**src/sv/qslerp_pkg.sv**
```systemverilog
package qslerp_pkg;

  localparam int CW = 34;
  localparam int WQ = 31;
  localparam int SQ_STEPS = 31;
  localparam int TABLE_LEN = 30;
  localparam logic [15:0] THR_RESET = 16'd3277;
  localparam logic signed [CW-1:0] CORDIC_GAIN = 34'sd652032874;
  localparam logic [WQ-1:0] ONE_30 = 31'd1073741824;

  typedef logic signed [CW-1:0] cword_t;
  typedef logic [WQ-1:0] weight_t;

  function automatic cword_t atan_q30(input int unsigned idx);
    cword_t r;
    case (idx)
      0: r = 34'sd843314857;
      1: r = 34'sd497837829;
      2: r = 34'sd263043837;
      3: r = 34'sd133525159;
      4: r = 34'sd67021687;
      5: r = 34'sd33543514;
      6: r = 34'sd16775851;
      7: r = 34'sd8388437;
      8: r = 34'sd4194283;
      9: r = 34'sd2097149;
      10: r = 34'sd1048576;
      11: r = 34'sd524288;
      12: r = 34'sd262144;
      13: r = 34'sd131072;
      14: r = 34'sd65536;
      15: r = 34'sd32768;
      16: r = 34'sd16384;
      17: r = 34'sd8192;
      18: r = 34'sd4096;
      19: r = 34'sd2048;
      20: r = 34'sd1024;
      21: r = 34'sd512;
      22: r = 34'sd256;
      23: r = 34'sd128;
      24: r = 34'sd64;
      25: r = 34'sd32;
      26: r = 34'sd16;
      27: r = 34'sd8;
      28: r = 34'sd4;
      29: r = 34'sd2;
      default: r = 34'sd0;
    endcase
    return r;
  endfunction

endpackage

```
**src/sv/qslerp_isqrt.sv**
```systemverilog
module qslerp_isqrt import qslerp_pkg::*; (
  input  logic        clk,
  input  logic        en,
  input  logic [60:0] v,
  output logic [30:0] r
);

  logic [61:0] vs [SQ_STEPS];
  logic [61:0] rs [SQ_STEPS];

  for (genvar k = 0; k < SQ_STEPS; k++) begin : g_step
    localparam logic [61:0] B = 62'(1) << (60 - 2*k);
    logic [61:0] vp;
    logic [61:0] rp;
    logic [61:0] trial;
    if (k == 0) begin : g_first
      assign vp = 62'(v);
      assign rp = '0;
    end else begin : g_rest
      assign vp = vs[k-1];
      assign rp = rs[k-1];
    end
    assign trial = rp + B;
    always_ff @(posedge clk) begin
      if (en) begin
        if (vp >= trial) begin
          vs[k] <= vp - trial;
          rs[k] <= (rp >> 1) + B;
        end else begin
          vs[k] <= vp;
          rs[k] <= rp >> 1;
        end
      end
    end
  end

  assign r = rs[SQ_STEPS-1][30:0];

endmodule

```
**config.mk**
```make
export PLATFORM = sky130hd
export DESIGN_NAME = qslerp_isqrt
export DESIGN_NICKNAME = d
export VERILOG_FILES = /design/src/sv/qslerp_pkg.sv /design/src/sv/qslerp_isqrt.sv
export SDC_FILE = /design/constraint.sdc
export NUM_CORES = 2
export LEC_CHECK = 0
export BUFFER_PORTS_ARGS = -buffer_cell sky130_fd_sc_hd__buf_2
export CORE_UTILIZATION = 42
export DETAILED_ROUTE_END_ITERATION = 12
export SLEW_MARGIN = 20
export SYNTH_ARGS = -nofsm -noshare
export SYNTH_HDL_FRONTEND = slang
export SYNTH_SLANG_ARGS = --single-unit
```
**constraint.sdc**
```tcl
create_clock -name clk -period 4.7 [get_ports clk]
set_input_delay 0.235 -clock clk [delete_from_list [all_inputs] [get_ports clk]]
set_output_delay 0.235 -clock clk [all_outputs]
set_load 0.01 [all_outputs]
```
[Word level (Yosys, flattened, before mapping)]
Memories as Yosys holds them, arrays and structs flattened.
Index checks and enable logic that the tools add are counted.
Word-level totals
  bits in writable memories: 3844
  memories: 2
  word-level logic and storage cells: 434
  input bits: 63
  output and inout bits: 31
  bits in registers: 0
Memory list
  rs: depth 31, width 62, read ports 31, clocked after memory_dff 0, wr ports 31, RTL line qslerp_isqrt.sv:9  | logic [61:0] rs [SQ_STEPS];
  vs: depth 31, width 62, read ports 30, clocked after memory_dff 0, wr ports 31, RTL line qslerp_isqrt.sv:8  | logic [61:0] vs [SQ_STEPS];
Cells by class
  multiplexer cells: 248
  $lt $le $gt $ge: 31
  add/sub/neg operators: 91
  bitwise logic cells: 62
Operators by type and width (count)
  $mux 62: 62
  $ge 62x62->1: 30
  $sub 62x62->62: 30
  $mux 1: 186
  $add 61x1->62 const B: 1
  $add 61x11->62 const B: 1
  $add 61x13->62 const B: 1
  $add 61x15->62 const B: 1
  $add 61x17->62 const B: 1
  $add 61x19->62 const B: 1
  $add 61x21->62 const B: 1
  $add 61x23->62 const B: 1
  $add 61x25->62 const B: 1
  $add 61x27->62 const B: 1
  $add 61x29->62 const B: 1
  $add 61x3->62 const B: 1
  $add 61x31->62 const B: 1
  $add 61x33->62 const B: 1
  $add 61x35->62 const B: 1
  $add 61x37->62 const B: 1
  $add 61x39->62 const B: 1
  $add 61x41->62 const B: 1
  $add 61x43->62 const B: 1
  $add 61x45->62 const B: 1
  other kinds (43): 104

[Logic depth before layout (Yosys ltp)]
An unclocked memory read counts as a cell.
  depth after elaboration: 7
  depth in mapped cells: 14
  gate-level depth less buffers: 12

[Worst setup path after synthesis]
OpenSTA, ideal clock, no wires.
  path type: input to register
  from: input port en
  to: memory rs[29][2] (netlist: rs[1][808]), enable pin
  slack: 0.443 ns
  path buffers: 5
  data required time: 4.217 ns
  library setup time: 0.483 ns
  data arrival time: 3.773 ns
  stages on the path: 5
  path through: clkbuf_1 -> clkbuf_1 -> clkbuf_1 -> clkbuf_1 -> clkbuf_1
RTL lines
  start: declaration: RTL line qslerp_isqrt.sv:3  | input logic en,
  end: declaration: RTL line qslerp_isqrt.sv:9

==> impl_summary.log <==
INFO  metric status = finished clean
INFO  metric clk-insertion-delay-late = 910 ps
INFO  metric timing.critical_path.cells = ha_1 -> nand4_1 -> nor3_1 -> nand4_1 -> o311ai_1 -> a311oi_4 -> or4b_1 -> or2_1 -> nor3_1 -> xor2_1
INFO  metric main_area_contributors_after_synthesis = edfxtp_1 62%, ha_1 5.7%, xnor2_1 3.3%
INFO  metric routed_wirelength = 304,000 µm
INFO  metric floorplan.die_area = 0.275 mm²
INFO  metric critical_path_buf_inv_count = 0
INFO  metric final.min_clock_period = 4510 ps
INFO  metric cts_htree_levels = 5
INFO  metric synthDominantCellAreaShare = 0.618
INFO  metric postSynthNetCount = 9,879
INFO  metric ff_latch_area = 0.0707 mm²
INFO  metric die_x = 524 µm
INFO  metric ios = 94
INFO  metric cp_top_family = simple AND/OR/NAND/NOR gates
INFO  metric grt_setup_unrepaired = false
INFO  metric crit_slowest_cell = nor3_1
INFO  metric grt_first_pass_wirelength = 452,000 µm
INFO  metric number_of_buffers_created_by_cts = 269
INFO  metric timing.setup.tns = 0 ps
INFO  metric clock-sinks = 2,356
INFO  metric globalRouteOverflowTotal = 0
INFO  metric cts_root_buf = clkbuf_16
INFO  metric critPathLaunchType = register
INFO  metric synth_simple_gate_area_frac = 0.135
INFO  metric yosysMostFrequentCell = edfxtp_1
INFO  metric share_comb_of_total_power = 0.213
INFO  metric final_core_util = 0.478
INFO  metric first_global_vias = 72,300
INFO  metric part_of_the_cycle_the_worst_path_needs = 0.960
INFO  metric synth.yosys.warnings = 0
INFO  metric power_report.internal_total = 43.6 mW
INFO  metric fraction_of_layout_instances_using_a_drive_strength_above_1 = 0.0776
INFO  metric synth_seq_cells = 2,356
INFO  metric synthDistinctLibCells = 95
INFO  metric all_layer_gr_usage = 0.217
INFO  metric p_r_area_growth_vs_syn = 13.1%
INFO  metric synth_top_family_by_area = simple AND/OR/NAND/NOR gates
INFO  metric cp_max_fo = 7
INFO  metric cts.clk_slew.worst_paths = 60 ps
INFO  metric setup_violations = 0
INFO  metric synth-compound-area-share = 0.0912
INFO  metric worst-endpoint-arrival = 5110 ps
INFO  metric synth_top_flop_cell = edfxtp_1
INFO  metric critical_path.endpoint_type = register
INFO  metric numPortBuffers = 93
INFO  metric cp_data_required_time = 5300 ps
INFO  metric critPathKind = reg2reg
INFO  metric dr.pass1.iters = 6
INFO  metric power.switching = 19.1 mW
INFO  metric n_fill_cell = 23,900
INFO  metric cts.path.max_buffers = 4
INFO  metric ys_async_sr_fraction = 0
INFO  metric grt_start_max_net_pins = 161
INFO  metric biggest_area_consumer_among_synthesized_cells = edfxtp_1
INFO  metric parity_gate_share_of_the_synthesized_area_counting_xor_and_xnor_cells = 0.0635
INFO  metric die_height = 524 µm
INFO  metric cap_viol_max_count = 0
INFO  metric timing.max_slew.rel_slack = 0.247
INFO  metric powerDensity = 484 mW/mm²
INFO  metric p_leak = 47.9 nW
INFO  metric total_area_of_multi_input_combinational_cells = 0.0407 mm²
INFO  metric nNetsFinal = 10,300
INFO  metric drt_iter0_drc = 6,917
INFO  metric synth_enable_flop_cells = 2,356
INFO  metric avgSynthCellArea = 12.3 µm²
INFO  metric syn-instance-count = 9,293
INFO  metric initial_antenna_violation_count = 10
INFO  metric route.antenna.remaining_nets = 0
INFO  metric seq_area_frac_synth = 0.618
INFO  metric clock_power_share = 0.326
INFO  metric global_placer_s_final_weighted_congestion = 0.968
INFO  metric synth.mux.area_fraction = 0.00706
INFO  metric hold_violation_total_from_the_final_report = 0
INFO  metric report.final.slew_viol_count = 0
INFO  metric mapped_area = 0.114 mm²
INFO  metric hp-class = in2reg
INFO  metric switching_part_of_the_total = 0.304
INFO  metric synth.cells.most_frequent = 2,356 x edfxtp_1, 695 x nand2_1, 628 x inv_1
INFO  metric wl_per_cell = 22.6 µm
INFO  metric max_freq = 0.222 GHz
INFO  metric fraction_of_the_mapped_netlist_area_in_adder_cells = 0.0572
INFO  metric dpl.hpwl = 228,000 µm
INFO  metric routed-via-count = 75,500
INFO  metric clock_tree_from_tritoncts = done
INFO  metric critical_path.max_stage_delay = 770 ps
INFO  metric timing.clock.skew = 62.3 ps
INFO  metric detail_route.vias_per_cell = 5.61
INFO  metric placementRows = 191
INFO  metric fp.coreArea = 0.271 mm²
INFO  metric ir_worst_vdd = 324 µV
INFO  metric sequentialPowerShare = 0.460
INFO  metric drt_drc_violations_left = 0
INFO  metric timing_worst_slew_pin_value = 1120 ps
INFO  metric postCtsResizedCells = 0
INFO  metric initial_utilization = 0.422
-- cell type report --
| cell class | count | share of cell area |
|---|---|---|
| tap | 3570 | 0.0345 |
| clock inverter | 161 | 0.0122 |
| clock buffer | 315 | 0.0536 |
| multi-input combinational | 6092 | 0.314 |
| timing repair buffer | 336 | 0.0211 |
| inverter | 630 | 0.0183 |
| antenna | 2 | 0.0000386 |
| sequential | 2356 | 0.546 |
-- registers in the layout, summed over array words and instances (netlist names) --
signal / flops
vs: 1860
rs: 496
-- per-layer routing --
metal	vias up	GRT usage	wire [µm]
met5	-	0	0
met4	0	0.0717	10200
met3	453	0.0427	22300
met2	2470	0.329	133000
met1	37000	0.311	138000
li1	35600	-	-
-- cells in the final DEF (no fill, tap or decap), drive strengths merged, types with 65 or more instances in the layout --
cell            n
edfxtp       2356
nand2         695
inv           646
nor2          597
a21oi         526
ha            523
o21ai         505
xnor2         428
xor2          402
nor4          341
clkbuf        315
nor3          267
buf           214
a21o          181
nand3         162
nand4         153
nand2b        122
dlygate4sd3   122
clkinv        112
or3           104
o21a           93
or4            89
nor2b          79
nor4b          65
-- cell families (layout without fill, tap and decap cells) --
logic type	Yosys count	after routing
xor+xnor	830	830
buf+inv	845	1442
flops	2356	2356
other cells	0	2
fa+ha+maj	523	523
simple gates	2958	2958
compound gates	1708	1708
mux	73	73
-- worst register-to-register path, cell delays in order (launching register included) --
cell,delay (ps)
edfxtp_1,410
ha_1,450
nand4_1,210
nor3_1,770
nand4_1,360
o311ai_1,550
a311oi_4,120
or4b_1,730
or2_1,350
nor3_1,200
xor2_1,110
-- path summary, 6_finish.rpt --
path,start,to,slack (ps),cells past startpoint
max,vs[1][647],vs[1][737],190,10
min reg2reg,vs[0][689],vs[0][751],390,0
max reg2reg,vs[1][647],vs[1][737],190,10
min,v[60],vs[0][60],190,3
-- power by group through the flow --
stage	logic (mW)	registers, mW	clock network, mW
6_report	13.4	28.8	20.4
5_1_grt	14.7	29.1	21.6
4_1_cts	13.2	28.8	20.9
3_5_place_dp	12.9	29.2	0
3_3_place_gp	12.9	29.2	0
2_1_floorplan	9.44	28.2	0
-- through the flow --
step	instances	total power, mW	hold slack (ps)	area, µm²	setup WS (ps)
floorplan	9293	37.6	334	114000	443
global placement	12900	42.1	411	120000	387
detailed placement	12900	42.1	413	120000	384
CTS	13500	62.9	123	129000	369
global route	13500	65.4	147	130000	123
finish	13500	62.6	187	130000	189
-- what timing repair did --
item,4_1_cts,5_1_grt
endpoints found under the setup margin,0,0
endpoints found under the hold margin,73,0
setup buffers,0,0
hold buffers,122,0
(Power assumes the default switching activity.)
