[src/sv/qslerp_pkg.sv]
package qslerp_pkg;

  localparam int CW = 34;
  localparam int WQ = 31;
  localparam int SQ_STEPS = 31;
  localparam int TABLE_LEN = 30;
  localparam logic [15:0] THR_RESET = 16'd3277;
  localparam logic signed [CW-1:0] CORDIC_GAIN = 34'sd652032874;
  localparam logic [WQ-1:0] ONE_30 = 31'd1073741824;

  typedef logic signed [CW-1:0] cword_t;
  typedef logic [WQ-1:0] weight_t;

  function automatic cword_t atan_q30(input int unsigned idx);
    cword_t r;
    case (idx)
      0: r = 34'sd843314857;
      1: r = 34'sd497837829;
      2: r = 34'sd263043837;
      3: r = 34'sd133525159;
      4: r = 34'sd67021687;
      5: r = 34'sd33543514;
      6: r = 34'sd16775851;
      7: r = 34'sd8388437;
      8: r = 34'sd4194283;
      9: r = 34'sd2097149;
      10: r = 34'sd1048576;
      11: r = 34'sd524288;
      12: r = 34'sd262144;
      13: r = 34'sd131072;
      14: r = 34'sd65536;
      15: r = 34'sd32768;
      16: r = 34'sd16384;
      17: r = 34'sd8192;
      18: r = 34'sd4096;
      19: r = 34'sd2048;
      20: r = 34'sd1024;
      21: r = 34'sd512;
      22: r = 34'sd256;
      23: r = 34'sd128;
      24: r = 34'sd64;
      25: r = 34'sd32;
      26: r = 34'sd16;
      27: r = 34'sd8;
      28: r = 34'sd4;
      29: r = 34'sd2;
      default: r = 34'sd0;
    endcase
    return r;
  endfunction

endpackage

[src/sv/qslerp_lane.sv]
module qslerp_lane import qslerp_pkg::*; #(
  parameter int W = 16
) (
  input  logic                clk,
  input  logic                en,
  input  logic signed [W-1:0] a,
  input  logic signed [W-1:0] b,
  output logic signed [W:0]   prod,
  input  weight_t             w0,
  input  weight_t             w1,
  input  logic signed [W-1:0] src,
  input  logic signed [W:0]   tgt,
  output logic signed [W-1:0] res
);

  localparam int F = W - 1;
  localparam logic signed [W+3:0] MAXV = (W+4)'((64'sd1 <<< F) - 64'sd1);
  localparam logic signed [W+3:0] MINV = -MAXV - (W+4)'(1);
  localparam logic signed [W+33:0] ROUND = (W+34)'(64'sd1 <<< 29);

  logic signed [2*W-1:0] ab;
  logic signed [W+31:0]  m0;
  logic signed [W+32:0]  m1;
  logic signed [W+32:0]  m0r;
  logic signed [W+32:0]  m1r;
  logic signed [W+33:0]  sum;
  logic signed [W+3:0]   rr;

  assign ab  = a * b;
  assign m0  = $signed({1'b0, w0}) * src;
  assign m1  = $signed({1'b0, w1}) * tgt;
  assign sum = (W+34)'(m0r) + (W+34)'(m1r) + ROUND;
  assign rr  = sum[W+33:30];

  always_ff @(posedge clk) begin
    if (en) begin
      prod <= ab[2*W-1:F];
      m0r  <= (W+33)'(m0);
      m1r  <= m1;
      if (rr > MAXV) begin
        res <= MAXV[W-1:0];
      end else if (rr < MINV) begin
        res <= MINV[W-1:0];
      end else begin
        res <= rr[W-1:0];
      end
    end
  end

endmodule

[config.mk]
export PLATFORM = sky130hd
export DESIGN_NAME = qslerp_lane
export DESIGN_NICKNAME = d
export VERILOG_FILES = /design/src/sv/qslerp_pkg.sv /design/src/sv/qslerp_lane.sv
export SDC_FILE = /design/constraint.sdc
export NUM_CORES = 2
export LEC_CHECK = 0
export BUFFER_PORTS_ARGS = -buffer_cell sky130_fd_sc_hd__buf_2
export CAP_MARGIN = 20
export CORE_UTILIZATION = 55
export DETAILED_ROUTE_END_ITERATION = 10
export PLACE_DENSITY_LB_ADDON = 0.05
export SLEW_MARGIN = 20
export SYNTH_ARGS = -nofsm -noshare
export SYNTH_HDL_FRONTEND = slang
export SYNTH_SLANG_ARGS = --single-unit
[constraint.sdc]
create_clock -name clk -period 6.7 [get_ports clk]
set_input_delay 0.67 -clock clk [delete_from_list [all_inputs] [get_ports clk]]
set_output_delay 0.67 -clock clk [all_outputs]
set_load 0.05 [all_outputs]
=== After elaboration in Yosys (flattened, before gate mapping) ===
Cells that the tools add are included.

* Bits in registers: 130
* Output and inout port bits: 33

* $add $sub $neg: 2
* Multipliers: 3
* Magnitude comparators: 2
* Muxes and demuxes: 1

{| class="wikitable"
|+ Operator list
! cell !! number
|-
| $add A48 B49 Y50 || 1
|-
| $add A50 B31 Y50 const B || 1
|-
| $mul A32 B17 Y49 || 1
|-
| $mul A32 B16 Y48 || 1
|-
| $mul A16 B16 Y32 || 1
|-
| $gt A20 B16 Y1 const B || 1
|-
| $lt A20 B16 Y1 const B || 1
|-
| $mux W16 || 1
|}

=== Longest topological paths before layout ===
* Word-level depth: 4
* Mapped depth: 25
* Gate-level depth less buffers: 24

=== Least setup slack after synthesis ===
OpenSTA, ideal clock, no wires.

* Path type: input -> register
* Start point: input w1[7]
* End point: register m1r[46] (data pin)
* Setup time: 0.258 ns
* Arrival: 6.289 ns
* Data required time: 6.442 ns
* Slack: 0.153 ns
* Stages: 24
* Path through: clkbuf_1 nand2_1 fa_1 inv_1 fa_1 inv_1 fa_1 inv_1 fa_1 fa_1 inv_1 fa_1 inv_1 ha_1 a211o_1 nor2_1 nand2_1 o311ai_1 o41ai_2 a22oi_1 a21oi_1 a221o_1 a21oi_1 xnor2_1

* Longest elaborated chain between the ends: 1

{| class="wikitable"
|+ RTL lines
! item !! line !! RTL
|-
| start: declaration || qslerp_lane.sv:10 || <nowiki>input weight_t w1,</nowiki>
|-
| $mul A32 B17 Y49 || qslerp_lane.sv:31 || <nowiki>assign m1 = $signed({1'b0, w1}) * tgt;</nowiki>
|-
| named net m1[46] || qslerp_lane.sv:23 || <nowiki>logic signed [W+32:0] m1;</nowiki>
|-
| end signal: assignment || qslerp_lane.sv:39 || <nowiki>m1r <= m1;</nowiki>
|-
| end: declaration || qslerp_lane.sv:25 || <nowiki>logic signed [W+32:0] m1r;</nowiki>
|}

The timed path passes the listed nets, and every way through them passes these cells.
A chain may end at the register's enable or synchronous reset.

=== Worst setup path in the final report ===
* Start point: input src[2]
* End point: register m0r[41] (data pin)

* Longest elaborated chain between the ends: 1

{| class="wikitable"
|+ RTL lines
! item !! line !! RTL
|-
| start: declaration || qslerp_lane.sv:11 || <nowiki>input logic signed [W-1:0] src,</nowiki>
|-
| $mul A32 B16 Y48 || qslerp_lane.sv:30 || <nowiki>assign m0 = $signed({1'b0, w0}) * src;</nowiki>
|-
| named net m0[41] || qslerp_lane.sv:22 || <nowiki>logic signed [W+31:0] m0;</nowiki>
|-
| end signal: assignment || qslerp_lane.sv:38 || <nowiki>m0r <= (W+33)'(m0);</nowiki>
|-
| end: declaration || qslerp_lane.sv:24 || <nowiki>logic signed [W+32:0] m0r;</nowiki>
|}

The timed path passes the listed nets, and every way through them passes these cells.

==> flow_summary_export.csv <==
group,metric,value,unit
run_status,status,"finished with violations",
run_status,failed_checks,"DRC",
critical_path,critPathCaptureType,"flop",
synth,synthCells,5325,
critical_path,critical_path_required,6.89,ns
sta,fin_crit,6.46,ns
drt,ant_nets,0,
drt,detail_route.wl_per_cell,16.6,µm
global_route,track_usage,26.9,%
placement,place_area,54000,µm²
drt,dr_total_vias,35800,
synth,synth_nets,7035,
synth,syn_area,49200,µm²
clock_tree,post_cts_buffers,0,
synth,synth_ff_type,"edfxtp_1",
placement,place_hpwl,101000,µm
sta,slew_headroom,39.8,%
cells_and_area,n_antenna_cell,0,
critical_path,crit_slowest_cell,"o211ai_1",
drt,drt_wl_total,114000,µm
drt,drt_iter0_markers,1812,
placement,portBuffers,161,
die,fp.coreArea,88500,µm²
cells_and_area,final_nets,7427,
clock_tree,clock_latency,0.45,ns
clock_tree,cts_tree,"done",
critical_path,crit_fanout,11,
global_route,grt_pass1_vias,38700,
clock_tree,clock_path_buffers,2,
die,io_pins,162,
cells_and_area,drive_gt1_share,11.4,%
sta,post-route-period-util,96.4,%
drt,drtPass1Iterations,8,
sta,hold_viol_final,0,
die,rows,109,
drt,vias_per_cell,5.19,
critical_path,cp_common_cell,"fa_1",
run,drv_cap,0,
sta,setup_viol,0,
critical_path,crit_chain,"buf_2, buf_4, nand2_1, fa_1, fa_1, fa_1, inv_1, fa_1, fa_1, inv_1, fa_1, inv_1, ha_1, and3_1, nand4_1, o211ai_1, o2111a_1, o21ai_2, a21oi_2, a31oi_1, xnor2_1",
critical_path,crit_buf_inv,5,
die,die_w,301,µm
cells_and_area,area_growth_syn_to_layout,11.1,%
global_route,grt-ovfl-total,0,
synth,ys_warn_count,0,
global_route,grt_pass1_wl,194000,µm
clock_tree,cts_buffers,17,
critical_path,arrival,6.65,ns
sta,clock_skew,0.0121,ns
critical_path,critPathMaxStageDelay,0.60,ns
clock_tree,root_buffer,"clkbuf_16",
die,die_h,301,µm
synth,synth-edff-count,130,
clock_tree,path_clk_slew,0.07,ns
min_path,hold_path_class,"input pin to flop",
critical_path,cpLargestDelayFamily,"adder cells",
global_route,grt_max_degree,70,
synth,synthArstFlopShare,0,%
drt,drc,11,
clock_tree,cts_sinks,130,
synth,yosysUniqueCellTypes,78,
synth,synth-seq-area-share,7.94,%
sta,max_freq,155,MHz
die,die_area,90600,µm²
die,initial_core_util,55.6,%
critical_path,cp-start-kind,"input pin",
synth,syn_avg_cell_area,9.24,µm²
sta,setup_tns,0,ns
global_route,antenna_found_initial,2,
sta,drv_slew,0,
cells_and_area,design_area,54700,µm²
sta,worst_pin_slew,0.900,ns
clock_tree,cts_max_level,4,
synth,ys_ff_latch,130,
critical_path,critical_path_class,"input pin to flop",
placement,gp_congestion,0.905,
[cells in the mapped netlist (all sizes together) (3+ instances only)]
cell / count / area (µm²)
and2: 545 / 3410
or2: 4 / 25.0
a211o: 4 / 35.0
buf: 5 / 35.0
o31ai: 3 / 22.5
a41oi: 4 / 53.8
fa: 1099 / 22000
o21a: 21 / 158
a21boi: 5 / 37.5
a221oi: 3 / 26.3
o41ai: 3 / 52.6
xor2: 33 / 297
nand4: 22 / 138
nand2: 712 / 2670
o21bai: 20 / 161
o2111ai: 4 / 35.0
nor3: 24 / 120
nand2b: 39 / 244
a21oi: 137 / 686
a211oi: 18 / 135
a21o: 78 / 591
xnor2: 92 / 828
inv: 1317 / 4940
nand3: 22 / 110
clkbuf: 205 / 769
a22oi: 3 / 36.3
and3: 9 / 56.3
a31oi: 9 / 56.3
a2111oi: 5 / 62.6
nand4b: 3 / 26.3
o21ai: 80 / 415
ha: 482 / 6030
nor2b: 22 / 138
edfxtp: 130 / 3900
nor4: 4 / 40.0
a41o: 3 / 31.3
nor2: 115 / 432
a311oi: 4 / 52.6
o211ai: 9 / 67.6
[registers in the layout (all words and copies together) (netlist names)]
| name | cells |
|---|---|
| m0r | 48 |
| m1r | 49 |
| prod | 17 |
| res | 16 |
[kinds of logic after synthesis]
group                    Yosys count  share of synthesized area [%]
XOR/XNOR                         125                           2.29
AO/OA/AOI/OAI                    428                           5.82
adder cells (fa/ha/maj)         1581                           57.0
flip-flops                       130                           7.94
buffers and inverters           1528                           11.7
AND/OR/NAND/NOR                 1531                           15.2
multiplexers                       2                         0.0407
[cell usage in the layout, fill, tap and decap left out, types with 10 or more instances in the layout]
master | netlist | layout
o21ai_0 | 70 | 67
inv_1 | 1317 | 1317
nand2b_1 | 39 | 39
xor2_1 | 32 | 32
buf_2 | 1 | 159
nand4_1 | 22 | 22
buf_12 | 0 | 17
nand2_1 | 712 | 712
ha_1 | 482 | 482
buf_4 | 0 | 405
o21bai_1 | 19 | 19
nand3_1 | 22 | 22
o21a_1 | 21 | 21
nor2_1 | 115 | 115
edfxtp_1 | 130 | 130
a21oi_1 | 137 | 135
and2_1 | 545 | 545
nor2b_1 | 22 | 22
fa_1 | 1099 | 1098
clkbuf_16 | 0 | 17
a21o_1 | 74 | 74
xnor2_1 | 89 | 89
o21ai_1 | 8 | 10
nor3_1 | 24 | 23
a211oi_1 | 18 | 17
[routing by layer]
layer	share of wire (%)	track usage, %	vias to the layer above
met5	0.011	0	-
met4	2.6	7.22	2
met3	3.2	2.05	165
met2	53	49.3	692
met1	41	34.1	18300
li1	-	-	16600
[area by class of cell]
class,instances,area (µm²)
multi-input combinational,3667,39600
clock inverter,15,133
fill,7840,33900
clock buffer,17,425
inverter,1318,4950
timing repair buffer,583,4200
sequential,130,3900
tap,1165,1460
[final timing paths]
check	start	slack, ns	endpoint	cells after the start
max reg2reg	m0r[6]	2.61	res[3]	12
min reg2reg	m1r[48]	0.94	res[15]	3
max	src[2]	0.24	m0r[41]	21
min	en	0.68	prod[16]	1
[metrics by stage]
stage	worst slack, ns	cells	util (%)	hold WS, ns
2_1_floorplan	0.153	5325	-	0.782
3_3_place_gp	-0.253	6863	61.0	0.929
3_5_place_dp	-0.340	6863	61.0	0.938
4_1_cts	0.126	6895	61.7	0.716
5_1_grt	-0.00491	6895	61.8	0.717
6_report	0.242	6895	61.8	0.678
[timing repair]
action	in CTS	in global routing
gates resized for setup	0	17
hold endpoints to repair	0	0
setup endpoints to repair	0	26
hold buffers	0	0
[worst reg2reg max path, stage by stage, from the launching register on]
cell	delay, ns
edfxtp_1	0.39
ha_1	0.31
ha_1	0.33
a211o_1	0.30
o211a_2	0.17
a2111oi_4	0.33
o21ai_2	0.18
a22oi_4	0.23
o21bai_4	0.14
a311oi_4	0.31
xor2_2	0.17
o41ai_4	0.88
a21o_2	0.25
Power is not shown: default switching activity piles up to over one toggle a cycle in this logic, so the estimate is an artifact.
