$ cat src/sv/qslerp_pkg.sv
package qslerp_pkg;

  localparam int CW = 34;
  localparam int WQ = 31;
  localparam int SQ_STEPS = 31;
  localparam int TABLE_LEN = 30;
  localparam logic [15:0] THR_RESET = 16'd3277;
  localparam logic signed [CW-1:0] CORDIC_GAIN = 34'sd652032874;
  localparam logic [WQ-1:0] ONE_30 = 31'd1073741824;

  typedef logic signed [CW-1:0] cword_t;
  typedef logic [WQ-1:0] weight_t;

  function automatic cword_t atan_q30(input int unsigned idx);
    cword_t r;
    case (idx)
      0: r = 34'sd843314857;
      1: r = 34'sd497837829;
      2: r = 34'sd263043837;
      3: r = 34'sd133525159;
      4: r = 34'sd67021687;
      5: r = 34'sd33543514;
      6: r = 34'sd16775851;
      7: r = 34'sd8388437;
      8: r = 34'sd4194283;
      9: r = 34'sd2097149;
      10: r = 34'sd1048576;
      11: r = 34'sd524288;
      12: r = 34'sd262144;
      13: r = 34'sd131072;
      14: r = 34'sd65536;
      15: r = 34'sd32768;
      16: r = 34'sd16384;
      17: r = 34'sd8192;
      18: r = 34'sd4096;
      19: r = 34'sd2048;
      20: r = 34'sd1024;
      21: r = 34'sd512;
      22: r = 34'sd256;
      23: r = 34'sd128;
      24: r = 34'sd64;
      25: r = 34'sd32;
      26: r = 34'sd16;
      27: r = 34'sd8;
      28: r = 34'sd4;
      29: r = 34'sd2;
      default: r = 34'sd0;
    endcase
    return r;
  endfunction

endpackage

$ cat src/sv/qslerp_cordic.sv
module qslerp_cordic import qslerp_pkg::*; #(
  parameter int ITER = 16,
  parameter bit VECT = 1'b0
) (
  input  logic   clk,
  input  logic   en,
  input  cword_t x0,
  input  cword_t y0,
  input  cword_t z0,
  output cword_t y_out,
  output cword_t z_out
);

  cword_t xs [ITER];
  cword_t ys [ITER];
  cword_t zs [ITER];

  for (genvar i = 0; i < ITER; i++) begin : g_it
    cword_t xp, yp, zp, dx, dy;
    logic pos;
    if (i == 0) begin : g_first
      assign xp = x0;
      assign yp = y0;
      assign zp = z0;
    end else begin : g_rest
      assign xp = xs[i-1];
      assign yp = ys[i-1];
      assign zp = zs[i-1];
    end
    assign dx  = yp >>> i;
    assign dy  = xp >>> i;
    assign pos = VECT ? !(yp > 0) : (zp >= 0);
    always_ff @(posedge clk) begin
      if (en) begin
        if (pos) begin
          xs[i] <= xp - dx;
          ys[i] <= yp + dy;
          zs[i] <= zp - atan_q30(i);
        end else begin
          xs[i] <= xp + dx;
          ys[i] <= yp - dy;
          zs[i] <= zp + atan_q30(i);
        end
      end
    end
  end

  assign y_out = ys[ITER-1];
  assign z_out = zs[ITER-1];

endmodule

$ cat config.mk
export PLATFORM = sky130hd
export DESIGN_NAME = qslerp_cordic
export DESIGN_NICKNAME = d
export VERILOG_FILES = /design/src/sv/qslerp_pkg.sv /design/src/sv/qslerp_cordic.sv
export SDC_FILE = /design/constraint.sdc
export NUM_CORES = 2
export LEC_CHECK = 0
export BUFFER_PORTS_ARGS = -buffer_cell sky130_fd_sc_hd__buf_4
export CORE_ASPECT_RATIO = 2
export CORE_MARGIN = 3
export CORE_UTILIZATION = 60
export CTS_CLUSTER_SIZE = 20
export DETAILED_ROUTE_END_ITERATION = 8
export HOLD_SLACK_MARGIN = 0.05
export PLACE_DENSITY = 0.78
export SYNTH_ARGS = -nofsm -noshare
export SYNTH_HDL_FRONTEND = slang
export SYNTH_SLANG_ARGS = --single-unit
$ cat constraint.sdc
create_clock -name clk -period 11.11 [get_ports clk]
set_input_delay 1.6665 -clock clk [delete_from_list [all_inputs] [get_ports clk]]
set_output_delay 1.6665 -clock clk [all_outputs]
set_load 0.01 [all_outputs]
==> results of run 1 <==
[layer usage]
layer	overflow	GRT usage
met5	0	0.0406
met4	15	0.581
met3	0	0.258
met2	22	0.818
met1	0	0.396
[cells by family after synthesis]
kind of cell	synth area share
fa+ha+maj	0.128
buf+inv	0.0324
mux	0.00822
flops	0.349
compound gates	0.211
xor+xnor	0.134
simple gates	0.137
[per-stage QoR]
stage          std cells  worst slack (ns)  hold WS [ns]   util
2_1_floorplan      14700              4.24         0.400      -
4_1_cts            17800              3.43         0.404  0.648
3_5_place_dp       17500              2.55         0.405  0.625
3_3_place_gp       17500              2.62         0.400  0.625
==> reports/summary.log, run 1 <==
[outcome] status did not finish
[outcome] last step reached global routing (5_1_grt)
[outcome] error message [ERROR GRT-0116] Global routing finished with congestion. Check the congestion regions in the DRC Viewer.
[synthesis] cell with the most instances after synthesis sky130_fd_sc_hd__edfxtp_1
[synthesis] Area contributors post-synth sky130_fd_sc_hd__edfxtp_1, sky130_fd_sc_hd__ha_1, sky130_fd_sc_hd__xnor2_1, sky130_fd_sc_hd__a21oi_1, sky130_fd_sc_hd__xor2_1
[die] standard-cell row count 246
[clock_tree] clock buffer count from CTS 164
[clock_tree] CTS resizes 0
[clock_tree] Hold Buf Count CTS 0
[synthesis] sequential share of the synthesized area 0.349
[synthesis] number of distinct library cell variants in the gate-level netlist after synthesis 109
[placement] GPL Wtd Cong 1.12
[synthesis] fraction of synthesized cell area taken by the top area cell type 0.349
[placement] dpl hpwl 394 mm
[global_routing] vias in the first global route 127k
[synthesis] most instantiated flip-flop cell in the synthesis netlist sky130_fd_sc_hd__edfxtp_1
[synthesis] number of flops mapped to enable cells by yosys 1582
[synthesis] proportion of synthesized flip-flops having asynchronous set or reset 0
[synthesis] library cell occupying the most area in the post-synthesis netlist sky130_fd_sc_hd__edfxtp_1
[die] I/O pin count 172
[placement] count of input and output buffers 171
[synthesis] Synth Instances 14.7k
[synthesis] synthesized cell area 0.136 sq mm
[die] height of the die 680 um
[die] die width 343 um
[global_routing] remaining global-route overflow 37
[global_routing] all-layer global routing usage 0.503
[synthesis] top cells by count, synth sky130_fd_sc_hd__edfxtp_1, sky130_fd_sc_hd__a21oi_1, sky130_fd_sc_hd__xnor2_1
[clock_tree] Clock Tree Buf Depth 4
[die] Initial Util 0.605
[clock_tree] CTS sink cnt 1582
[synthesis] Synth Area per Inst 9.28 sq um
[clock_tree] Post-CTS Setup Repair Bufs 0
[clock_tree] CTS root buffer sky130_fd_sc_hd__clkbuf_16
[synthesis] count of warnings emitted by yosys 0
[clock_tree] H-tree level count 4
[global_routing] global-route wire length before repair 851 mm
[synthesis] net count after synthesis 16.1k
[placement] area after detailed placement 0.141 sq mm
[global_routing] pin count of the biggest net entering global routing 136
[synthesis] register bit total from synthesis 1582
==> inputs of run 2 (changes only) <==
- CORE_ASPECT_RATIO: 2 -> unset
- CORE_UTILIZATION: 60 -> 40
- CTS_CLUSTER_SIZE: 20 -> unset
- HOLD_SLACK_MARGIN: 0.05 -> unset
- PLACE_DENSITY: 0.78 -> unset
- PLACE_DENSITY_LB_ADDON: unset -> 0.15
==> run 2 against run 1 <==
  * The flow now finishes without violations
  * Synthesized cell count unchanged
  * Synthesized area unchanged
==> reports/summary.log, run 2 <==
[sta] maximum clock rate 148 MHz
[route] average wire per standard cell 19.6 um
[die] height of the die 590 um [-13%]
[clock_tree] CTS root buffer sky130_fd_sc_hd__clkbuf_16
[worst_setup_path] arrival time of the worst setup path 7.39 ns
[die] die area 0.348 sq mm
[sta] Slew @ Worst Pin 1.07 ns
[synthesis] Synth Instances 14.7k [unchanged]
[global_routing] initial antenna violation count 9
[worst_setup_path] cell chain of the critical path buf_16 -> buf_4 -> nand2_2 -> inv_2 -> buf_4 -> nor2_1 -> xnor2_1 -> ha_1 -> nor2b_1 -> o21ai_0 -> a21bo_2 -> a21o_1 -> a2111oi_0 -> o21ai_0 -> a31oi_1 -> a211oi_1 -> o21bai_1 -> a21oi_1 -> xnor2_1
[synthesis] Synth Area per Inst 9.28 sq um [unchanged]
[placement] count of input and output buffers 171 [unchanged]
[cells_and_area] top library cells by usage in the layout, fill and taps aside sky130_fd_sc_hd__edfxtp_1, sky130_fd_sc_hd__a21oi_1, sky130_fd_sc_hd__xnor2_1, sky130_fd_sc_hd__ha_1, sky130_fd_sc_hd__nor2_1
[sta] number of setup violations in the final report 0
[synthesis] proportion of synthesized flip-flops having asynchronous set or reset 0 [unchanged]
[clock_tree] CTS resizes 0 [unchanged]
[synthesis] sequential share of the synthesized area 0.349 [unchanged]
[worst_setup_path] buffers and inverters on the worst path 4
[synthesis] number of flops mapped to enable cells by yosys 1582 [unchanged]
[route] TritonRoute pass-1 iters 6
[route] remaining design rule violation count 0
[worst_setup_path] Largest stage delay, worst path 0.79 ns
[sta] share of the clock period used by the worst path after layout 0.610
[clock_tree] clock-pin transition on the worst setup and hold timing paths 0.06 ns
[sta] post-route clock skew 0.0670 ns
[synthesis] count of warnings emitted by yosys 0 [unchanged]
[die] standard-cell row count 213 [-13%]
[worst_setup_path] type of the worst setup path input pin to register
[outcome] status completed
[worst_setup_path] Worst setup SP type input pin
[synthesis] library cell occupying the most area in the post-synthesis netlist sky130_fd_sc_hd__edfxtp_1
[route] vias after detailed routing 108k
[synthesis] top cells by count, synth sky130_fd_sc_hd__edfxtp_1, sky130_fd_sc_hd__a21oi_1, sky130_fd_sc_hd__xnor2_1
[global_routing] all-layer global routing usage 0.210
[worst_setup_path] required time at the endpoint of the critical path 11.72 ns
[global_routing] pin count of the biggest net entering global routing 100
[sta] RSZ-0062 raised after global routing false
[placement] GPL Wtd Cong 0.914 [-19%]
[synthesis] synthesized cell area 0.136 sq mm [unchanged]
[global_routing] remaining global-route overflow 0
[synthesis] most instantiated flip-flop cell in the synthesis netlist sky130_fd_sc_hd__edfxtp_1
[synthesis] cell with the most instances after synthesis sky130_fd_sc_hd__edfxtp_1
[cells_and_area] most common library cell in the layout ignoring fill and taps sky130_fd_sc_hd__edfxtp_1
[die] Initial Util 0.403 [-0.202]
[cells_and_area] layout net count 16.1k
[sta] Total Neg Setup Slack 0 ns
[synthesis] Area contributors post-synth sky130_fd_sc_hd__edfxtp_1, sky130_fd_sc_hd__ha_1, sky130_fd_sc_hd__xnor2_1, sky130_fd_sc_hd__a21oi_1, sky130_fd_sc_hd__xor2_1
[global_routing] global-route wire length before repair 590 mm
[clock_tree] H-tree level count 4 [unchanged]
[route] vias per cell 5.61
[worst_hold_path] kind of path behind the tightest hold check register to register
[clock_tree] Clock Tree Buf Depth 4 [unchanged]
[global_routing] vias in the first global route 102k
[placement] dpl hpwl 299 mm [-24%]
[die] die width 590 um [+72%]
[cells_and_area] top flop regs zs (544), ys (543), xs (495)
[worst_setup_path] type of element capturing the critical path register
[worst_setup_path] Worst path top cell family by delay compound AO/OA/AOI/OAI gates
[route] first-iteration detailed-routing DRC count 8404
[synthesis] net count after synthesis 16.1k [unchanged]
[die] I/O pin count 172 [unchanged]
[clock_tree] Clock Latency Late Sink 0.92 ns
[cells_and_area] register ranked first by flip-flop count zs
[route] DRT antenna net count 0
[synthesis] register bit total from synthesis 1582 [unchanged]
[cells_and_area] Layout fillers 33.2k
[cells_and_area] proportion of layout cells with a drive suffix above 1 0.0507
[sta] Fin. Hold Viols 0
[clock_tree] Hold Buf Count CTS 0 [unchanged]
[synthesis] fraction of synthesized cell area taken by the top area cell type 0.349 [unchanged]
[flow_run] count of maximum capacitance violations 0
[synthesis] number of distinct library cell variants in the gate-level netlist after synthesis 109 [unchanged]
[clock_tree] clock tree from TritonCTS built
[die] placeable core region 0.338 sq mm
[cells_and_area] post-synthesis to final-layout area growth 8.64%
[cells_and_area] max reg flops 544
[sta] worst slew margin relative to its limit 0.281
[clock_tree] clock buffer count from CTS 189 [+15%]
[worst_setup_path] critical-path maximum fanout 95
[sta] final number of max-transition violations 0
[clock_tree] Post-CTS Setup Repair Bufs 0 [unchanged]
[clock_tree] CTS sink cnt 1582 [unchanged]
[sta] time the worst path needs with I/O delays and setup 6.78 ns
[worst_setup_path] critical path's slowest cell sky130_fd_sc_hd__a2111oi_0
[route] wire length after detailed routing 377 mm
==> run 2: logic make-up after synthesis <==
group | synth area share
and+or+nand+nor | 0.137
muxes | 0.00822
adders and majority gates | 0.128
DFF | 0.349
buffers and inverters | 0.0324
AOI/OAI and AO/OA | 0.211
xor gates and xnor gates | 0.134
==> run 2: path summary, 6_finish.rpt <==
path	cells past startpoint	slack, ns	end	startpoint
max reg2reg	18	5.36	xs[1][202]$_DFFE_PP_	ys[1][152]$_DFFE_PP_
min reg2reg	0	0.39	zs[1][104]$_DFFE_PP_	zs[1][70]$_DFFE_PP_
min	0	0.39	zs[1][104]$_DFFE_PP_	zs[1][70]$_DFFE_PP_
max	19	4.33	ys[1][66]$_DFFE_PP_	en
==> run 2: stage by stage <==
stage          std cells  hold WS, ns   util  area, sq um  setup slack [ns]
2_1_floorplan      14700        0.400      -       136000              4.24
3_3_place_gp       18900        0.401  0.420       142000              3.52
3_5_place_dp       18900        0.405  0.420       142000              3.54
4_1_cts            19300        0.384  0.438       148000              4.47
5_1_grt            19300        0.411  0.438       148000              3.87
6_report           19300        0.392  0.438       148000              4.33
==> run 2: area by class of cell <==
type                       count  area (sq um)  area share
antenna                        5          12.5   0.0000846
tap                         4515          5650      0.0382
multi-input combinational  11900         84300       0.570
clock inverter               121          1260     0.00852
timing repair buffer         241          1840      0.0124
clock buffer                 215          4850      0.0328
sequential                  1582         47500       0.321
inverter                     676          2540      0.0171
==> run 2: routing by layer <==
metal / wire, um / up-vias / part of all wire / GRT usage
met2: 180000 / 2293 / 0.48 / 0.359
met3: 17300 / 384 / 0.046 / 0.0220
met5: 13 / - / 0.000034 / 0
li1: - / 54000 / - / -
met1: 172000 / 51500 / 0.46 / 0.288
met4: 7460 / 2 / 0.020 / 0.0405
Power of run 2 is not shown: default switching activity piles up to over one toggle a cycle in this logic, so the estimate is an artifact.
