$ cat src/sv/qslerp_pkg.sv
package qslerp_pkg;

  localparam int CW = 34;
  localparam int WQ = 31;
  localparam int SQ_STEPS = 31;
  localparam int TABLE_LEN = 30;
  localparam logic [15:0] THR_RESET = 16'd3277;
  localparam logic signed [CW-1:0] CORDIC_GAIN = 34'sd652032874;
  localparam logic [WQ-1:0] ONE_30 = 31'd1073741824;

  typedef logic signed [CW-1:0] cword_t;
  typedef logic [WQ-1:0] weight_t;

  function automatic cword_t atan_q30(input int unsigned idx);
    cword_t r;
    case (idx)
      0: r = 34'sd843314857;
      1: r = 34'sd497837829;
      2: r = 34'sd263043837;
      3: r = 34'sd133525159;
      4: r = 34'sd67021687;
      5: r = 34'sd33543514;
      6: r = 34'sd16775851;
      7: r = 34'sd8388437;
      8: r = 34'sd4194283;
      9: r = 34'sd2097149;
      10: r = 34'sd1048576;
      11: r = 34'sd524288;
      12: r = 34'sd262144;
      13: r = 34'sd131072;
      14: r = 34'sd65536;
      15: r = 34'sd32768;
      16: r = 34'sd16384;
      17: r = 34'sd8192;
      18: r = 34'sd4096;
      19: r = 34'sd2048;
      20: r = 34'sd1024;
      21: r = 34'sd512;
      22: r = 34'sd256;
      23: r = 34'sd128;
      24: r = 34'sd64;
      25: r = 34'sd32;
      26: r = 34'sd16;
      27: r = 34'sd8;
      28: r = 34'sd4;
      29: r = 34'sd2;
      default: r = 34'sd0;
    endcase
    return r;
  endfunction

endpackage

$ cat src/sv/qslerp_div.sv
module qslerp_div import qslerp_pkg::*; (
  input  logic    clk,
  input  logic    en,
  input  cword_t  s,
  input  cword_t  d,
  output weight_t q,
  output cword_t  d_out
);

  logic [CW-1:0] rem [WQ];
  cword_t        dd  [WQ];
  weight_t       qq  [WQ];
  logic          zf  [WQ];
  logic          bf  [WQ];

  logic zero0;
  logic big0;

  assign zero0 = (s <= 0);
  assign big0  = $signed({s[CW-1], s}) >= $signed({d, 1'b0});

  for (genvar j = 0; j < WQ; j++) begin : g_bit
    logic [CW-1:0] rp;
    cword_t        dp;
    weight_t       qp;
    logic          zp;
    logic          bp;
    logic          ge;
    logic [CW-1:0] nr;
    if (j == 0) begin : g_first
      assign rp = s;
      assign dp = d;
      assign qp = '0;
      assign zp = zero0;
      assign bp = big0;
    end else begin : g_rest
      assign rp = rem[j-1];
      assign dp = dd[j-1];
      assign qp = qq[j-1];
      assign zp = zf[j-1];
      assign bp = bf[j-1];
    end
    assign ge = rp >= $unsigned(dp);
    assign nr = ge ? rp - $unsigned(dp) : rp;
    always_ff @(posedge clk) begin
      if (en) begin
        rem[j] <= nr << 1;
        dd[j]  <= dp;
        qq[j]  <= qp | (WQ'(ge) << (WQ - 1 - j));
        zf[j]  <= zp;
        bf[j]  <= bp;
      end
    end
  end

  always_comb begin
    if (zf[WQ-1]) begin
      q = '0;
    end else if (bf[WQ-1] || qq[WQ-1] > ONE_30) begin
      q = ONE_30;
    end else begin
      q = qq[WQ-1];
    end
  end

  assign d_out = dd[WQ-1];

endmodule

$ cat config.mk
export PLATFORM = sky130hd
export DESIGN_NAME = qslerp_div
export DESIGN_NICKNAME = d
export VERILOG_FILES = /design/src/sv/qslerp_pkg.sv /design/src/sv/qslerp_div.sv
export SDC_FILE = /design/constraint.sdc
export NUM_CORES = 2
export LEC_CHECK = 0
export BUFFER_PORTS_ARGS = -buffer_cell sky130_fd_sc_hd__buf_2
export CAP_MARGIN = 20
export CORE_ASPECT_RATIO = 2
export CORE_MARGIN = 2
export CORE_UTILIZATION = 42
export CTS_CLUSTER_SIZE = 10
export DETAILED_ROUTE_END_ITERATION = 8
export MAX_ROUTING_LAYER = met4
export PLACE_DENSITY = 0.55
export SLEW_MARGIN = 30
export SYNTH_ARGS = -nofsm -noshare
export SYNTH_HDL_FRONTEND = slang
export SYNTH_SLANG_ARGS = --single-unit
$ cat constraint.sdc
create_clock -name clk -period 4.6 [get_ports clk]
set_input_delay 0.46 -clock clk [delete_from_list [all_inputs] [get_ports clk]]
set_output_delay 0.46 -clock clk [all_outputs]
set_load 0.05 [all_outputs]
### Word-level counts from Yosys, hierarchy flattened

Memory sizes are Yosys's and may differ from the RTL's.
Cells that the tools add are included.

| cells by class | value |
|---|---|
| reductions and logical operators | 1 |
| add/sub/neg operators | 31 |
| muxes and demuxes | 35 |
| order comparisons | 34 |
| bitwise operators | 30 |

Operators by type and width:

| kind | number |
|---|---|
| $ge A34 B34 Y1 | 31 |
| $mux W33 | 31 |
| $sub A33 B33 Y33 | 31 |
| $mux W31 | 2 |
| $ge A34 B35 Y1 | 1 |
| $le A34 B1 Y1 const B | 1 |
| $gt A31 B31 Y1 const B | 1 |
| $or A31 B1 Y31 | 1 |
| $or A31 B10 Y31 | 1 |
| $or A31 B11 Y31 | 1 |
| $or A31 B12 Y31 | 1 |
| $or A31 B13 Y31 | 1 |
| $or A31 B14 Y31 | 1 |
| $or A31 B15 Y31 | 1 |
| $or A31 B16 Y31 | 1 |
| $or A31 B17 Y31 | 1 |
| $or A31 B18 Y31 | 1 |
| $or A31 B19 Y31 | 1 |
| $or A31 B2 Y31 | 1 |
| $or A31 B20 Y31 | 1 |
| $or A31 B21 Y31 | 1 |
| $or A31 B22 Y31 | 1 |
| $or A31 B23 Y31 | 1 |
| $or A31 B24 Y31 | 1 |
| 15 further kinds | 16 |

| storage, ports and cells | value |
|---|---|
| memories kept | 5 |
| logic and storage cells | 136 |
| bits of input ports | 70 |
| register bits after elaboration | 0 |
| RAM bits | 3100 |

Memories:

| memory | depth | width | read ports | clocked after Yosys merged registers in | wr ports | line | source |
|---|---|---|---|---|---|---|---|
| dd | 31 | 34 | 31 | 0 | 31 | qslerp_div.sv:11 | `cword_t dd [WQ];` |
| rem | 31 | 33 | 30 | 0 | 31 | qslerp_div.sv:10 | `logic [CW-1:0] rem [WQ];` |
| qq | 31 | 31 | 31 | 0 | 31 | qslerp_div.sv:12 | `weight_t qq [WQ];` |
| bf | 31 | 1 | 31 | 0 | 31 | qslerp_div.sv:14 | `logic bf [WQ];` |
| zf | 31 | 1 | 31 | 0 | 31 | qslerp_div.sv:13 | `logic zf [WQ];` |

### Longest topological paths before layout

An unclocked memory read counts as a cell.

| depth | value |
|---|---|
| word-level depth | 5 |
| mapped depth | 16 |

### Worst setup path after synthesis

Ideal clock, no wire load.

| path | value |
|---|---|
| kind | input port to flip-flop |
| start | in s[0] |
| end | mem rem[0][10] (netlist name) (data pin) |
| setup slack | 671 ps |
| required time | 4338 ps |
| buffers on the path | 1 |
| arrival | 3667 ps |
| stages on the path | 16 |
| library setup time | 262 ps |
| cell sequence | inv_1 > ha_1 > inv_1 > fa_1 > a211oi_1 > o21ai_1 > a211oi_1 > a21oi_1 > a21oi_1 > nand3b_1 > nor2b_1 > a211oi_1 > a2111oi_0 > o21bai_1 > buf_2 > mux2_1 |

RTL lines:

| item | line | source |
|---|---|---|
| from (decl) | qslerp_div.sv:4 | `input cword_t s,` |
| to (decl) | qslerp_div.sv:10 |  |

==> results.yml <==
drt:
  num_vias: 99270
  avgViaCountPerCell: 5.629
  drt_iter0_drc: 4499
  wire_per_inst_um: 25.59
  ant_nets: 0
  drt_wl_total_um: 451300
  drc_errors: 0
  drtPass1Iterations: 8
global_route:
  antenna_found_initial: 14
  groute.usage.overall: 0.2638
  grt_max_degree: 123
  first_global_vias: 108000
  grt-ovfl-total: 0
  grt_pass1_wl_um: 651900
setup_path:
  cp-end-kind: "flop"
  path_class: "reg2reg"
  crit_end: "rem[1][377]"
  critical-path-slowest-cell: "edfxtp_1"
  crit_start: "rem[1][334]"
  r2r_start: "rem[1][334]"
  critPathMaxStageDelay_ns: 0.40
  start_kind: "flop"
  cp.arrival_ns: 5.08
  crit_path_frequent_cell: "buf_4"
  ff2ff_path_depth: 17
  worstPathMaxFanout: 32
  path_cells: "ha_1 -> nand3_2 -> o21bai_1 -> a31oi_1 -> nor2_1 -> o21ai_1 -> buf_4 -> a221oi_1 -> buf_4 -> o31ai_1 -> buf_4 -> a21oi_4 -> o31ai_1 -> buf_4 -> a21oi_4 -> buf_12 -> mux2_1"
  rrSetupSlack_ns: 0.15
  timing.rr.end: "rem[1][377]"
  crit_required_ns: 5.23
timing:
  fin_skew_ns: 0.06820
  max_freq_ghz: 0.2249
  fin_crit_sh: 0.9668
  setup_viol: 0
  hold_viol_final: 0
  worst_slew_pin_slew_ns: 1.117
  maxSlewViolCount: 0
  fin_ws_ns: 0.1527
  slew_headroom: 0.2553
  period_needed_ns: 4.447
yosys:
  ys.flop_type: "edfxtp_1"
  synthTopCellsByArea: "edfxtp_1 54%, ha_1 9.5%, a21oi_1 3.4%"
  syn_inst: 12400
  syn_area_um2: 143600
  yosys.area.top_type_share: 0.5442
  async_reset_ff_frac: 0
  synth_edf_count: 2602
  synth_top_area_cell: "edfxtp_1"
  synth_fp_nets: 13590
  synth_most_common_cell: "edfxtp_1"
  synth.top_cells.by_count: "2,602 x edfxtp_1, 1,271 x inv_1, 1,086 x ha_1, 985 x a21oi_1, 790 x nand2_1"
  yosys_warnings: 0
  seq_area_frac_synth: 0.5442
  syn_area_per_cell_um2: 11.58
  synth-seq-cells: 2602
  synth.distinct_cells: 93
pwr:
  power_mw: 116.0
  vdd_ir_drop_max_v: 0.0003273
  pwr_density_cell_nw_per_um2: 713.9
  p_leak_nw: 67.09
cts:
  insertion_delay_ns: 0.92
  htree_levels: 5
  cts_tree: "done"
  cts_sinks: 2602
  cts_buffers: 306
  clk_pin_slew_ns: 0.06
  cts-root-buf: "clkbuf_16"
  clock_path_buffers: 4
die:
  die_x_um: 417.4
  io_pins: 135
  dieArea_um2: 346900
  die_height_um: 830.9
  core_region_area_um2: 340400
  initial_utilization: 0.4218
  placementRows: 303
final_layout:
  instances_no_fill: 17640
  syn2layout_area_growth_pct: 13.15
  drive_above_1_share: 0.08731
  final_net_count: 14270
  fillCellCount: 30360
  fin_area_um2: 162500
placement:
  place_inst: 17130
  port-buffer-count: 134
  routabilityCongestion: 1.040
  dp_hpwl_um: 358200
  placed_cell_area_um2: 153300
  dpl_worst_slack_ns: -0.5612
status:
  status: "complete, no violations"
flow_run:
  maxCapViolations: 0
hold_path:
  hold_path_class: "in2reg"
what timing repair did:
action                     4_1_cts  5_1_grt
hold buffers                    68        0
setup endpoints to repair      147       69
pin swaps                        1        0
setup buffers                    1        0
hold endpoints to repair        68        0
cloned                           0        0
resized for setup                8       12
cell families (layout without fill, tap and decap cells):
family                   after synthesis  count (layout)  share of synthesized area
adder cells (fa/ha/maj)             1116            1116                    0.09881
multiplexers                         482             482                    0.03831
AND/OR/NAND/NOR                     2542            2542                    0.08480
XOR/XNOR                             857             857                    0.05227
other                                  0              76                          0
AO/OA/AOI/OAI                       3240            3240                     0.1404
buffers and inverters               1561            2298                    0.04129
flip-flops                          2602            2602                     0.5442
final cells by class:
| class | instances | area (um^2) | area share |
|---|---|---|---|
| antenna | 76 | 190.2 | 0.001171 |
| inverter | 1284 | 4820 | 0.02966 |
| tap | 4422 | 5533 | 0.03405 |
| clock buffer | 337 | 8008 | 0.04929 |
| multi-input combinational | 8237 | 59990 | 0.3692 |
| timing repair buffer | 657 | 5608 | 0.03452 |
| clock inverter | 20 | 188.9 | 0.001163 |
| sequential | 2602 | 78130 | 0.4809 |
power by group:
| group | switching, mW | internal [mW] |
|---|---|---|
| sequential | 3.89 | 34.3 |
| clock | 9.43 | 12.2 |
| combinational | 33.1 | 23.1 |
metrics by stage:
step	hold slack (ns)	utilization	setup TNS (ns)
3_3_place_gp	0.4003	0.4502	-42.93
5_1_grt	0.1443	0.4772	-0.0007465
3_5_place_dp	0.4045	0.4503	-36.59
2_1_floorplan	0.4003	-	0
6_report	0.1699	0.4772	0
4_1_cts	0.09465	0.4765	0
cells in the final DEF (no fill, tap or decap), types with 30 or more instances in the layout:
| cell | count |
|---|---|
| buf_4 | 389 |
| nand4_1 | 165 |
| inv_1 | 1271 |
| buf_2 | 133 |
| or2_2 | 38 |
| ha_1 | 1086 |
| fa_1 | 30 |
| mux2_2 | 54 |
| o31ai_1 | 63 |
| a31oi_1 | 95 |
| xor2_1 | 350 |
| nor2_1 | 620 |
| nand3_1 | 176 |
| o21ai_1 | 436 |
| o31a_1 | 37 |
| nor2b_1 | 152 |
| nor4_1 | 36 |
| xnor2_1 | 507 |
| o21ai_0 | 392 |
| a211oi_1 | 78 |
| and3_1 | 89 |
| a21oi_1 | 976 |
| a21o_1 | 524 |
| o21a_1 | 132 |
| diode_2 | 76 |
| nand2_1 | 789 |
| nand2b_1 | 167 |
| dlygate4sd3_1 | 68 |
| clkbuf_16 | 317 |
| o21bai_1 | 124 |
| buf_12 | 67 |
| and2_1 | 83 |
| nor3_1 | 99 |
| edfxtp_1 | 2602 |
| o211ai_1 | 39 |
| a211o_1 | 31 |
| mux2_1 | 382 |
flip-flops by register name (all words and copies together) (netlist names):
name / flops
dd: 1054
rem: 990
zf: 31
qq: 496
bf: 31
worst min path at each step:
stage / startpoint / cells after the start / endpoint
after floorplan: bf[9] / 0 / bf[10]
after global placement: qq[2][109] / 0 / qq[2][140]
after detailed placement: bf[18] / 0 / bf[19]
after CTS: en / 1 / rem[0][62]
after global routing: en / 1 / rem[0][62]
final: en / 1 / rem[0][29]
worst max-delay path, delay by kind of cell, from the launching register on:
family          cells  cell delay [ns]
flops               1             0.40
simple gates        2             0.61
compound gates      8             1.45
buf+inv             5             0.89
mux                 1             0.36
fa+ha+maj           1             0.38
layer usage:
layer	GRT usage	up-vias	part of all wire
li1	-	46710	-
met1	0.1553	48610	0.24
met2	0.5684	2334	0.62
met3	0.02704	1608	0.024
met4	0.2598	0	0.12
met5	-	-	0
No activity file was read; power rests on OpenSTA's default activity.
